`src/rtl/interlaced_led_matrix_scanner_unit_assert.svh`:
```
// Assertion macros shared by the scanner RTL.
// Each use expects clk and arst_n in scope; no other dependencies.
`ifndef INTERLACED_LED_MATRIX_SCANNER_UNIT_ASSERT_SVH
`define INTERLACED_LED_MATRIX_SCANNER_UNIT_ASSERT_SVH

// same-cycle implication
`define ILMS_ASSERT_IMP(lbl, a, c, msg) \
	lbl: assert property (@(posedge clk) disable iff (!arst_n) (a) |-> (c)) \
		else $error(msg);

// next-cycle implication
`define ILMS_ASSERT_NXT(lbl, a, c, msg) \
	lbl: assert property (@(posedge clk) disable iff (!arst_n) (a) |=> (c)) \
		else $error(msg);

`endif

```
`src/rtl/ilms_pkg.sv`:
```
// Shared types and codes for the interlaced LED matrix scanner.
// No dependencies; every other file but the assertion header imports it.
package ilms_pkg;

	localparam logic CMD_WRITE = 1'b0;
	localparam logic CMD_TICK  = 1'b1;

	// scan segments within one row
	localparam logic [1:0] SEG_COL    = 2'd0;
	localparam logic [1:0] SEG_ROW    = 2'd1;
	localparam logic [1:0] SEG_STROBE = 2'd2;

	// phases of one shifted bit
	localparam logic [1:0] PH_DATA = 2'd0;
	localparam logic [1:0] PH_RISE = 2'd1;
	localparam logic [1:0] PH_FALL = 2'd2;

	localparam int ROW_BITS     = 2;
	localparam int STROBE_STEPS = 8;

	typedef struct packed {
		logic       command;
		logic [6:0] byte_index;
		logic [7:0] byte_value;
	} item_word_t;

	typedef struct packed {
		logic       col_data;
		logic       col_clock;
		logic       col_latch;
		logic       col_enable;
		logic       row_data;
		logic       row_clock;
		logic       row_latch;
		logic       row_enable;
		logic [4:0] current_row;
	} result_word_t;

	// one decoded scan step
	typedef struct packed {
		logic [1:0] seg;
		logic [1:0] ph;
		logic [2:0] sub;          // bit within byte, or strobe position
		logic       row_bit;
		logic [4:0] current_row;
	} step_t;

endpackage

```
`src/rtl/ilms_item_if.sv`:
```
// Input channel of the scanner: valid/ready plus one item word.
// Depends on ilms_pkg.
interface ilms_item_if;
	import ilms_pkg::*;

	logic       valid;
	logic       ready;
	item_word_t data;

	modport source (output valid, output data, input ready);
	modport sink (input valid, input data, output ready);
endinterface

```
`src/rtl/ilms_result_if.sv`:
```
// Result channel of the scanner: valid/ready plus one pin-level word.
// Depends on ilms_pkg.
interface ilms_result_if;
	import ilms_pkg::*;

	logic         valid;
	logic         ready;
	result_word_t data;

	modport source (output valid, output data, input ready);
	modport sink (input valid, input data, output ready);
endinterface

```
`src/rtl/ilms_frame_store.sv`:
```
// Frame byte memory with per-entry valid bits cleared at reset.
// Depends on ilms_pkg; read data is registered, valid in the next cycle.
module ilms_frame_store #(
	parameter int DEPTH = 72,
	parameter int AXW   = 8
) (
	input  logic           clk,
	input  logic           arst_n,
	input  logic           wr_en,
	input  logic [6:0]     wr_index,
	input  logic [7:0]     wr_value,
	input  logic           rd_en,
	input  logic [AXW-1:0] rd_addr,
	output logic [7:0]     rd_byte
);
	import ilms_pkg::*;

	localparam int MAW = (DEPTH > 1) ? $clog2(DEPTH) : 1;

	logic [7:0]       mem [DEPTH];
	logic [DEPTH-1:0] valid_q;
	logic [7:0]       rd_s1;
	logic             ok_s1;
	logic             wr_hit;
	logic             rd_hit;

	assign wr_hit = wr_en && ({1'b0, wr_index} < 8'(DEPTH));
	assign rd_hit = (32'(rd_addr) < 32'(DEPTH));

	always_ff @(posedge clk) begin
		if (wr_hit)
			mem[wr_index[MAW-1:0]] <= wr_value;
		if (rd_en)
			rd_s1 <= mem[rd_addr[MAW-1:0]];
	end

	always_ff @(posedge clk or negedge arst_n) begin
		if (!arst_n) begin
			valid_q <= '0;
			ok_s1   <= 1'b0;
		end else begin
			if (wr_hit)
				valid_q[wr_index[MAW-1:0]] <= 1'b1;
			if (rd_en)
				ok_s1 <= rd_hit && valid_q[rd_addr[MAW-1:0]];
		end
	end

	// unwritten or out-of-frame entries read as dark
	assign rd_byte = ok_s1 ? rd_s1 : 8'h00;

endmodule

```
`src/rtl/ilms_sequencer.sv`:
```
// Row and step counters of the scan; decodes the current step and the
// frame byte address. Depends on ilms_pkg and the assertion macros.
`include "interlaced_led_matrix_scanner_unit_assert.svh"

module ilms_sequencer #(
	parameter int ROWS = 24,
	parameter int COLS = 24,
	parameter int AXW  = 8
) (
	input  logic           clk,
	input  logic           arst_n,
	input  logic           advance,
	output ilms_pkg::step_t step,
	output logic [AXW-1:0] addr
);
	import ilms_pkg::*;

	localparam int BPR = (COLS + 7) / 8;
	localparam int RW  = $clog2(ROWS);
	localparam int KW  = $clog2(COLS) + 1;
	localparam int XW  = RW + 5;

	logic [RW-1:0] row_q;
	logic [1:0]    seg_q;
	logic [1:0]    ph_q;
	logic [KW-1:0] idx_q;
	logic [RW:0]   row_p2;
	logic [RW-1:0] row_next;
	logic [XW-1:0] row_x;
	logic          row_end;

	assign row_p2 = {1'b0, row_q} + (RW+1)'(2);

	// even rows first, then odd rows, then wrap to row 0
	always_comb begin
		if (row_q == RW'(ROWS - 2))
			row_next = RW'(1);
		else if (row_p2 >= (RW+1)'(ROWS))
			row_next = '0;
		else
			row_next = row_p2[RW-1:0];
	end

	assign row_end = (seg_q == SEG_STROBE) && (idx_q == KW'(STROBE_STEPS - 1));

	always_ff @(posedge clk or negedge arst_n) begin
		if (!arst_n) begin
			row_q <= '0;
			seg_q <= SEG_COL;
			ph_q  <= PH_DATA;
			idx_q <= '0;
		end else if (advance) begin
			unique case (seg_q) inside
				SEG_COL, SEG_ROW: begin
					if (ph_q == PH_FALL) begin
						ph_q <= PH_DATA;
						if (seg_q == SEG_COL && idx_q == KW'(COLS - 1)) begin
							seg_q <= SEG_ROW;
							idx_q <= '0;
						end else if (seg_q == SEG_ROW && idx_q == KW'(ROW_BITS - 1)) begin
							seg_q <= SEG_STROBE;
							idx_q <= '0;
						end else begin
							idx_q <= idx_q + KW'(1);
						end
					end else begin
						ph_q <= ph_q + 2'd1;
					end
				end
				SEG_STROBE: begin
					if (row_end) begin
						seg_q <= SEG_COL;
						idx_q <= '0;
						row_q <= row_next;
					end else begin
						idx_q <= idx_q + KW'(1);
					end
				end
				default: begin
					seg_q <= SEG_COL;
					ph_q  <= PH_DATA;
					idx_q <= '0;
				end
			endcase
		end
	end

	assign row_x = XW'(row_q);

	always_comb begin
		step.seg         = seg_q;
		step.ph          = ph_q;
		step.sub         = idx_q[2:0];
		step.current_row = row_x[4:0];
		if (row_q == RW'(0))
			step.row_bit = idx_q[0];
		else if (row_q == RW'(1))
			step.row_bit = ~idx_q[0];
		else
			step.row_bit = 1'b0;
	end

	// bytes of a row go out last byte first
	assign addr = AXW'(row_q) * AXW'(BPR) + AXW'(BPR - 1) - AXW'(idx_q[KW-1:3]);

	`ILMS_ASSERT_IMP(a_row_range, 1'b1, 32'(row_q) < 32'(ROWS), "row counter out of range")
	`ILMS_ASSERT_IMP(a_strobe_phase, seg_q == SEG_STROBE, ph_q == PH_DATA, "phase set in strobe")
	`ILMS_ASSERT_NXT(a_row_hold, !(advance && row_end), $stable(row_q), "row moved mid-row")

endmodule

```
`src/rtl/ilms_pin_stage.sv`:
```
// Step register, pin-level update and result register of the scanner.
// Depends on ilms_pkg, ilms_result_if and the assertion macros.
`include "interlaced_led_matrix_scanner_unit_assert.svh"

module ilms_pin_stage (
	input  logic            clk,
	input  logic            arst_n,
	input  logic            tick,
	input  ilms_pkg::step_t step,
	input  logic [7:0]      pix_byte,
	output logic            free,
	ilms_result_if.source   result
);
	import ilms_pkg::*;

	localparam int P_CDATA = 0;
	localparam int P_CCLK  = 1;
	localparam int P_CLAT  = 2;
	localparam int P_CEN   = 3;
	localparam int P_RDATA = 4;
	localparam int P_RCLK  = 5;
	localparam int P_RLAT  = 6;
	localparam int P_REN   = 7;

	localparam logic [2:0] STB_REN_HI  = 3'd0;
	localparam logic [2:0] STB_CEN_HI  = 3'd1;
	localparam logic [2:0] STB_RLAT_LO = 3'd2;
	localparam logic [2:0] STB_RLAT_HI = 3'd3;
	localparam logic [2:0] STB_CLAT_LO = 3'd4;
	localparam logic [2:0] STB_CLAT_HI = 3'd5;
	localparam logic [2:0] STB_CEN_LO  = 3'd6;
	localparam logic [2:0] STB_REN_LO  = 3'd7;

	logic         tick_s1;
	step_t        step_s1;
	logic [7:0]   pins_q;
	logic [7:0]   pins_next;
	logic         out_valid_q;
	result_word_t word_q;
	logic         s1_move;
	logic         out_free;

	assign out_free = !out_valid_q || result.ready;
	assign s1_move  = tick_s1 && out_free;
	assign free     = !tick_s1 || s1_move;

	always_comb begin
		pins_next = pins_q;
		unique case (step_s1.seg)
			SEG_COL: begin
				if (step_s1.ph == PH_DATA)
					pins_next[P_CDATA] = ~pix_byte[step_s1.sub];
				else
					pins_next[P_CCLK] = (step_s1.ph == PH_RISE);
			end
			SEG_ROW: begin
				if (step_s1.ph == PH_DATA)
					pins_next[P_RDATA] = step_s1.row_bit;
				else
					pins_next[P_RCLK] = (step_s1.ph == PH_RISE);
			end
			SEG_STROBE: begin
				case (step_s1.sub)
					STB_REN_HI:  pins_next[P_REN]  = 1'b1;
					STB_CEN_HI:  pins_next[P_CEN]  = 1'b1;
					STB_RLAT_LO: pins_next[P_RLAT] = 1'b0;
					STB_RLAT_HI: pins_next[P_RLAT] = 1'b1;
					STB_CLAT_LO: pins_next[P_CLAT] = 1'b0;
					STB_CLAT_HI: pins_next[P_CLAT] = 1'b1;
					STB_CEN_LO:  pins_next[P_CEN]  = 1'b0;
					default:     pins_next[P_REN]  = 1'b0;
				endcase
			end
			default: pins_next = pins_q;
		endcase
	end

	always_ff @(posedge clk or negedge arst_n) begin
		if (!arst_n) begin
			tick_s1     <= 1'b0;
			pins_q      <= '0;
			out_valid_q <= 1'b0;
		end else begin
			if (free)
				tick_s1 <= tick;
			if (s1_move)
				pins_q <= pins_next;
			if (out_free)
				out_valid_q <= tick_s1;
		end
	end

	always_ff @(posedge clk) begin
		if (free && tick)
			step_s1 <= step;
		if (s1_move) begin
			word_q.col_data    <= pins_next[P_CDATA];
			word_q.col_clock   <= pins_next[P_CCLK];
			word_q.col_latch   <= pins_next[P_CLAT];
			word_q.col_enable  <= pins_next[P_CEN];
			word_q.row_data    <= pins_next[P_RDATA];
			word_q.row_clock   <= pins_next[P_RCLK];
			word_q.row_latch   <= pins_next[P_RLAT];
			word_q.row_enable  <= pins_next[P_REN];
			word_q.current_row <= step_s1.current_row;
		end
	end

	assign result.valid = out_valid_q;
	assign result.data  = word_q;

	`ILMS_ASSERT_NXT(a_step_held, tick_s1 && !out_free, tick_s1, "pending step dropped")
	`ILMS_ASSERT_IMP(a_one_pin, s1_move, $countones(pins_next ^ pins_q) <= 1, "multi-pin step")
	`ILMS_ASSERT_IMP(a_strobe_end,
		s1_move && step_s1.seg == SEG_STROBE && step_s1.sub == STB_REN_LO,
		!pins_next[P_REN] && !pins_next[P_CEN], "outputs left disabled after strobe")

endmodule

```
`src/rtl/interlaced_led_matrix_scanner_unit.sv`:
```
// Top level of the interlaced LED matrix scanner.
// Depends on ilms_pkg, both channel interfaces, the frame store, the
// sequencer and the pin stage.
//
// The block takes one word per clock while ready is high. A write word
// stores a frame byte at once and gives no result; a write beyond the
// frame is dropped. A tick word makes one pin change of the row scan and
// its result, all eight pin levels and the row, passes through the frame
// store read register, beside the step register, and then the result
// register. With the result side always ready the sustained rate is one
// word per cycle; a stalled result holds the pipeline and input ready
// falls once the step register is also full. The frame store reads as
// all zero after reset through per-byte valid bits, so there is no
// clearing pass and the block is ready straight out of reset.
module interlaced_led_matrix_scanner_unit #(
	parameter int ROWS = 24,
	parameter int COLS = 24
) (
	input logic           clk,
	input logic           arst_n,
	ilms_item_if.sink     item,
	ilms_result_if.source result
);
	import ilms_pkg::*;

	localparam int BPR   = (COLS + 7) / 8;
	localparam int STORE = ROWS * BPR;
	localparam int DEPTH = (STORE < 128) ? STORE : 128;
	localparam int AXW   = $clog2(STORE) + 1;

	logic           accept;
	logic           tick;
	logic           wr_en;
	logic           free;
	step_t          step;
	logic [AXW-1:0] addr;
	logic [7:0]     pix_byte;

	assign item.ready = free;
	assign accept     = item.valid && free;
	assign tick       = accept && (item.data.command == CMD_TICK);
	assign wr_en      = accept && (item.data.command == CMD_WRITE);

	ilms_sequencer #(
		.ROWS (ROWS),
		.COLS (COLS),
		.AXW  (AXW)
	) u_seq (
		.clk     (clk),
		.arst_n  (arst_n),
		.advance (tick),
		.step    (step),
		.addr    (addr)
	);

	ilms_frame_store #(
		.DEPTH (DEPTH),
		.AXW   (AXW)
	) u_store (
		.clk      (clk),
		.arst_n   (arst_n),
		.wr_en    (wr_en),
		.wr_index (item.data.byte_index),
		.wr_value (item.data.byte_value),
		.rd_en    (tick),
		.rd_addr  (addr),
		.rd_byte  (pix_byte)
	);

	ilms_pin_stage u_pins (
		.clk      (clk),
		.arst_n   (arst_n),
		.tick     (tick),
		.step     (step),
		.pix_byte (pix_byte),
		.free     (free),
		.result   (result)
	);

endmodule

```
`src/flat_wrapper.sv`:
```
// flat-port wrapper written by rule: the top's interface ports become plain ports
module interlaced_led_matrix_scanner_unit_flat import ilms_pkg::*;
#(
	parameter int ROWS = 24,
	parameter int COLS = 24
)
  (clk, arst_n, item_valid, item_data, item_ready, result_valid, result_data, result_ready);
  ilms_item_if item_i ();
  ilms_result_if result_i ();
  input logic clk;
  input logic arst_n;
  input wire logic [$bits(item_i.valid)-1:0] item_valid;
  input wire logic [$bits(item_i.data)-1:0] item_data;
  output wire logic [$bits(item_i.ready)-1:0] item_ready;
  output wire logic [$bits(result_i.valid)-1:0] result_valid;
  output wire logic [$bits(result_i.data)-1:0] result_data;
  input wire logic [$bits(result_i.ready)-1:0] result_ready;
  assign item_i.valid = item_valid;
  assign item_i.data = item_data;
  assign item_ready = item_i.ready;
  assign result_valid = result_i.valid;
  assign result_data = result_i.data;
  assign result_i.ready = result_ready;
  interlaced_led_matrix_scanner_unit #(.ROWS(ROWS), .COLS(COLS)) u_core (.clk(clk), .arst_n(arst_n), .item(item_i), .result(result_i));
endmodule
```
`config.mk`:
```
export PLATFORM = sky130hd
export DESIGN_NAME = interlaced_led_matrix_scanner_unit_flat
export DESIGN_NICKNAME = d
export VERILOG_FILES = /design/src/rtl/ilms_pkg.sv /design/src/rtl/ilms_item_if.sv /design/src/rtl/ilms_result_if.sv /design/src/rtl/ilms_frame_store.sv /design/src/rtl/ilms_sequencer.sv /design/src/rtl/ilms_pin_stage.sv /design/src/rtl/interlaced_led_matrix_scanner_unit.sv /design/src/flat_wrapper.sv
export VERILOG_INCLUDE_DIRS = /design/src /design/src/rtl
export SDC_FILE = /design/constraint.sdc
export NUM_CORES = 1
export LEC_CHECK = 0
export BUFFER_PORTS_ARGS = -buffer_cell sky130_fd_sc_hd__buf_4
export CORE_UTILIZATION = 40
export DETAILED_ROUTE_END_ITERATION = 10
export PLACE_DENSITY_LB_ADDON = 0.3
export SYNTH_ARGS = -nofsm -noshare
export SYNTH_HDL_FRONTEND = slang
export SYNTH_SLANG_ARGS = --single-unit
```
`constraint.sdc`:
```
create_clock -name clk -period 6.65 [get_ports clk]
set_input_delay 0.9975 -clock clk [delete_from_list [all_inputs] [get_ports clk]]
set_output_delay 0.9975 -clock clk [all_outputs]
set_load 0.01 [all_outputs]
```
==> reports/results.ini <==
[place]
dp.cells = 2438
gp_congestion = 0.825
io_buffers = 34
placed_area_mm2 = 0.0298
hpwl_um = 39900
dp_slack_ps = 1570

[global_route]
grt_pass1_vias = 14700
grt_max_degree = 73
grt_pass1_wl_um = 98000
gr-usage-all-layers = 0.183
grt_remaining_overflow = 0
antenna_found_initial = 0

[clock_network]
worstSkewPairLatency_ps = 630
cts_hold_buf = 0
cts.repair.resized = 0
cts_buffers = 73
post_cts_buffers = 0
cts_num_sinks = 708
clk_pin_slew_worst_paths_ps = 60
ctsRootBufferMaster = clkbuf_16
clock_path_buffers = 3
tritoncts = yes
htree_levels = 3

[pwr]
irDropWorstVdd_v = 0.000174
p_total_mw = 9.85
power_density_mw_per_mm2 = 306
power_leakage_nw = 11.5

[route]
drtPass1Iterations = 5
via_per_inst = 5.59
drcViolationCount = 0
wl_met2_um = 30800
vias = 14400
ant_nets = 0
wire_per_inst_um = 25.5
drt_iter0_markers = 1258
wl_um = 65500
met3_wirelength_um = 5120
top_layer = met4
wl_met1_um = 28100

[finish]
final_area_mm2 = 0.0322
syn_to_final_growth_pct = 12.7
fin_nets = 1618
diodes = 0
fin_cells = 2573
drive_gt1_frac = 0.239

[floorplanning]
die-area_mm2 = 0.0726
fp.dieW_um = 269
io_pins = 35
placeableCoreArea_mm2 = 0.0704
rows = 97
initial_utilization = 0.406
dieHeight_um = 269

[timing]
rsz0062_at_grt = no
timing.fmax_mhz = 197
fin_crit_ps = 5080
fin_tns_setup_ps = 0
timing.final.crit_share = 0.764
setup_ws_ps = 1570
hold_viol = 0
setup_viol = 0
finalMaxSlewViolations = 0
finClkSkew_ps = 23.9
relSlewSlack = 0.235
tightest_slew_ps = 1140

[logic_synthesis]
synthesis.nets = 1558
syn_area_mm2 = 0.0286
synth.avg_cell_area_um2 = 18.9
synth_cell_type_count = 78
synth.yosys.seq_area_share = 0.726
yosys_warnings = 0
synth-edff-count = 610
synth_flop_cell = edfxtp_1
async_flop_share = 0.138
ys_seq_elements = 708
syn_inst = 1513

[critical_path]
rr_endpoint = u_core.u_store.rd_s1[1]
rr_startpoint = u_core.u_seq.row_q[0]
r2r_cells = 12
required_ps = 6990
crit_path_max_fanout = 52
cp-start-kind = flop
r2r_slack_ps = 1570
crit_arrival_ps = 5420
path_class = reg2reg
cp-end-kind = flop

[job]
cap_viol_max_count = 0

[worst_hold_path]
hp-class = in2async

[run_status]
outcome = completed

==> layout make-up <==
class	count	area [um2]
Fill cell	5952	38200
Multi-Input combinational cell	712	7310
Tap cell	940	1180
Inverter	22	82.6
Clock inverter	31	397
Clock buffer	104	2050
Timing Repair Buffer	56	445
Sequential cell	708	20800
==> flip-flops by register name (all words and copies together) (netlist names) <==
name                        count
u_core.u_seq.seg_q              2
u_core.u_seq.ph_q               2
u_core.u_pins.step_s1          13
u_core.u_pins.pins_q            8
u_core.u_seq.idx_q              6
u_core.u_pins.result.data      13
u_core.u_store.ok_s1            1
u_core.u_store.valid_q         72
u_core.u_store.rd_s1            8
u_core.u_pins.tick_s1           1
u_core.u_pins.result.valid      1
u_core.u_store.mem            576
u_core.u_seq.row_q              5
==> metal layers <==
layer  vias to the layer above  track usage
met5                         -            0
li1                       6204            -
met3                        95       0.0437
met4                         0       0.0481
met1                      7572        0.257
met2                       521        0.286
==> critical path: stages (launching register included) <==
cell	delay, ps
dfrtp_1	480
inv_1	100
ha_1	290
fa_1	490
inv_1	60
ha_4	840
buf_4	390
nor2b_1	930
a221oi_1	340
a22oi_1	250
o211ai_1	220
o2111ai_1	210
o221ai_1	160
==> cells by family after synthesis <==
family,share of synthesized area
multiplexers,0.146
flip-flops,0.726
XOR/XNOR,0.00420
AO/OA/AOI/OAI,0.0346
adder cells (fa/ha/maj),0.0120
buffers and inverters,0.0206
AND/OR/NAND/NOR,0.0564
==> cells in the mapped netlist (11+ instances only) <==
cell type | number | area [um2]
a21oi_1 | 21 | 105
a221oi_1 | 16 | 140
buf_2 | 26 | 130
clkbuf_1 | 20 | 75.1
dfrtp_1 | 98 | 2450
edfxtp_1 | 610 | 18300
ha_1 | 21 | 263
inv_1 | 20 | 75.1
mux2_2 | 11 | 124
mux2i_1 | 52 | 521
mux4_1 | 21 | 552
mux4_2 | 131 | 2950
nand2_1 | 68 | 255
nand3_1 | 22 | 110
nor2_1 | 97 | 364
o21ai_0 | 15 | 75.1
or2_2 | 73 | 457
==> through the flow <==
stage,util,hold WS (ps)
finish,0.458,388
global route,0.458,408
CTS,0.458,379
detailed placement,0.423,405
global placement,0.423,407
floorplan,-,400
==> report_power, final <==
group	switching, mW	internal, mW	total [mW]
Clock	1.71	2.48	4.19
Combinational	0.380	0.270	0.651
Sequential	0.0706	4.94	5.01
Total	2.16	7.69	9.85
==> worst max-delay path by stage <==
stage / cells past startpoint / to / slack, ps / from
CTS: 12 / u_core.u_store.rd_s1[1] / 1550 / u_core.u_seq.row_q[0]
global placement: 12 / u_core.u_store.rd_s1[3] / 1630 / u_core.u_seq.row_q[0]
floorplan: 13 / u_core.u_store.rd_s1[1] / 2560 / u_core.u_seq.row_q[0]
finish: 12 / u_core.u_store.rd_s1[1] / 1570 / u_core.u_seq.row_q[0]
detailed placement: 12 / u_core.u_store.rd_s1[1] / 1570 / u_core.u_seq.row_q[0]
global route: 12 / u_core.u_store.rd_s1[1] / 1360 / u_core.u_seq.row_q[0]
==> cell usage in the layout, fill, tap and decap left out, types with 7 or more instances in the layout <==
cell type	instances
ha_1	19
dfrtp_1	98
a21oi_1	21
nor2_1	97
mux2_2	11
mux4_2	131
o211ai_1	10
buf_4	54
o21ai_0	15
mux4_1	21
clkbuf_1	21
mux2i_1	52
edfxtp_1	610
nand2_1	68
a211oi_1	7
a31oi_1	9
inv_1	20
clkbuf_8	9
clkinv_1	11
nor2b_1	9
or2_2	73
nand4_1	8
clkbuf_16	74
a221oi_1	16
nand3_1	22
bufinv_16	8
(Power assumes the default switching activity.)
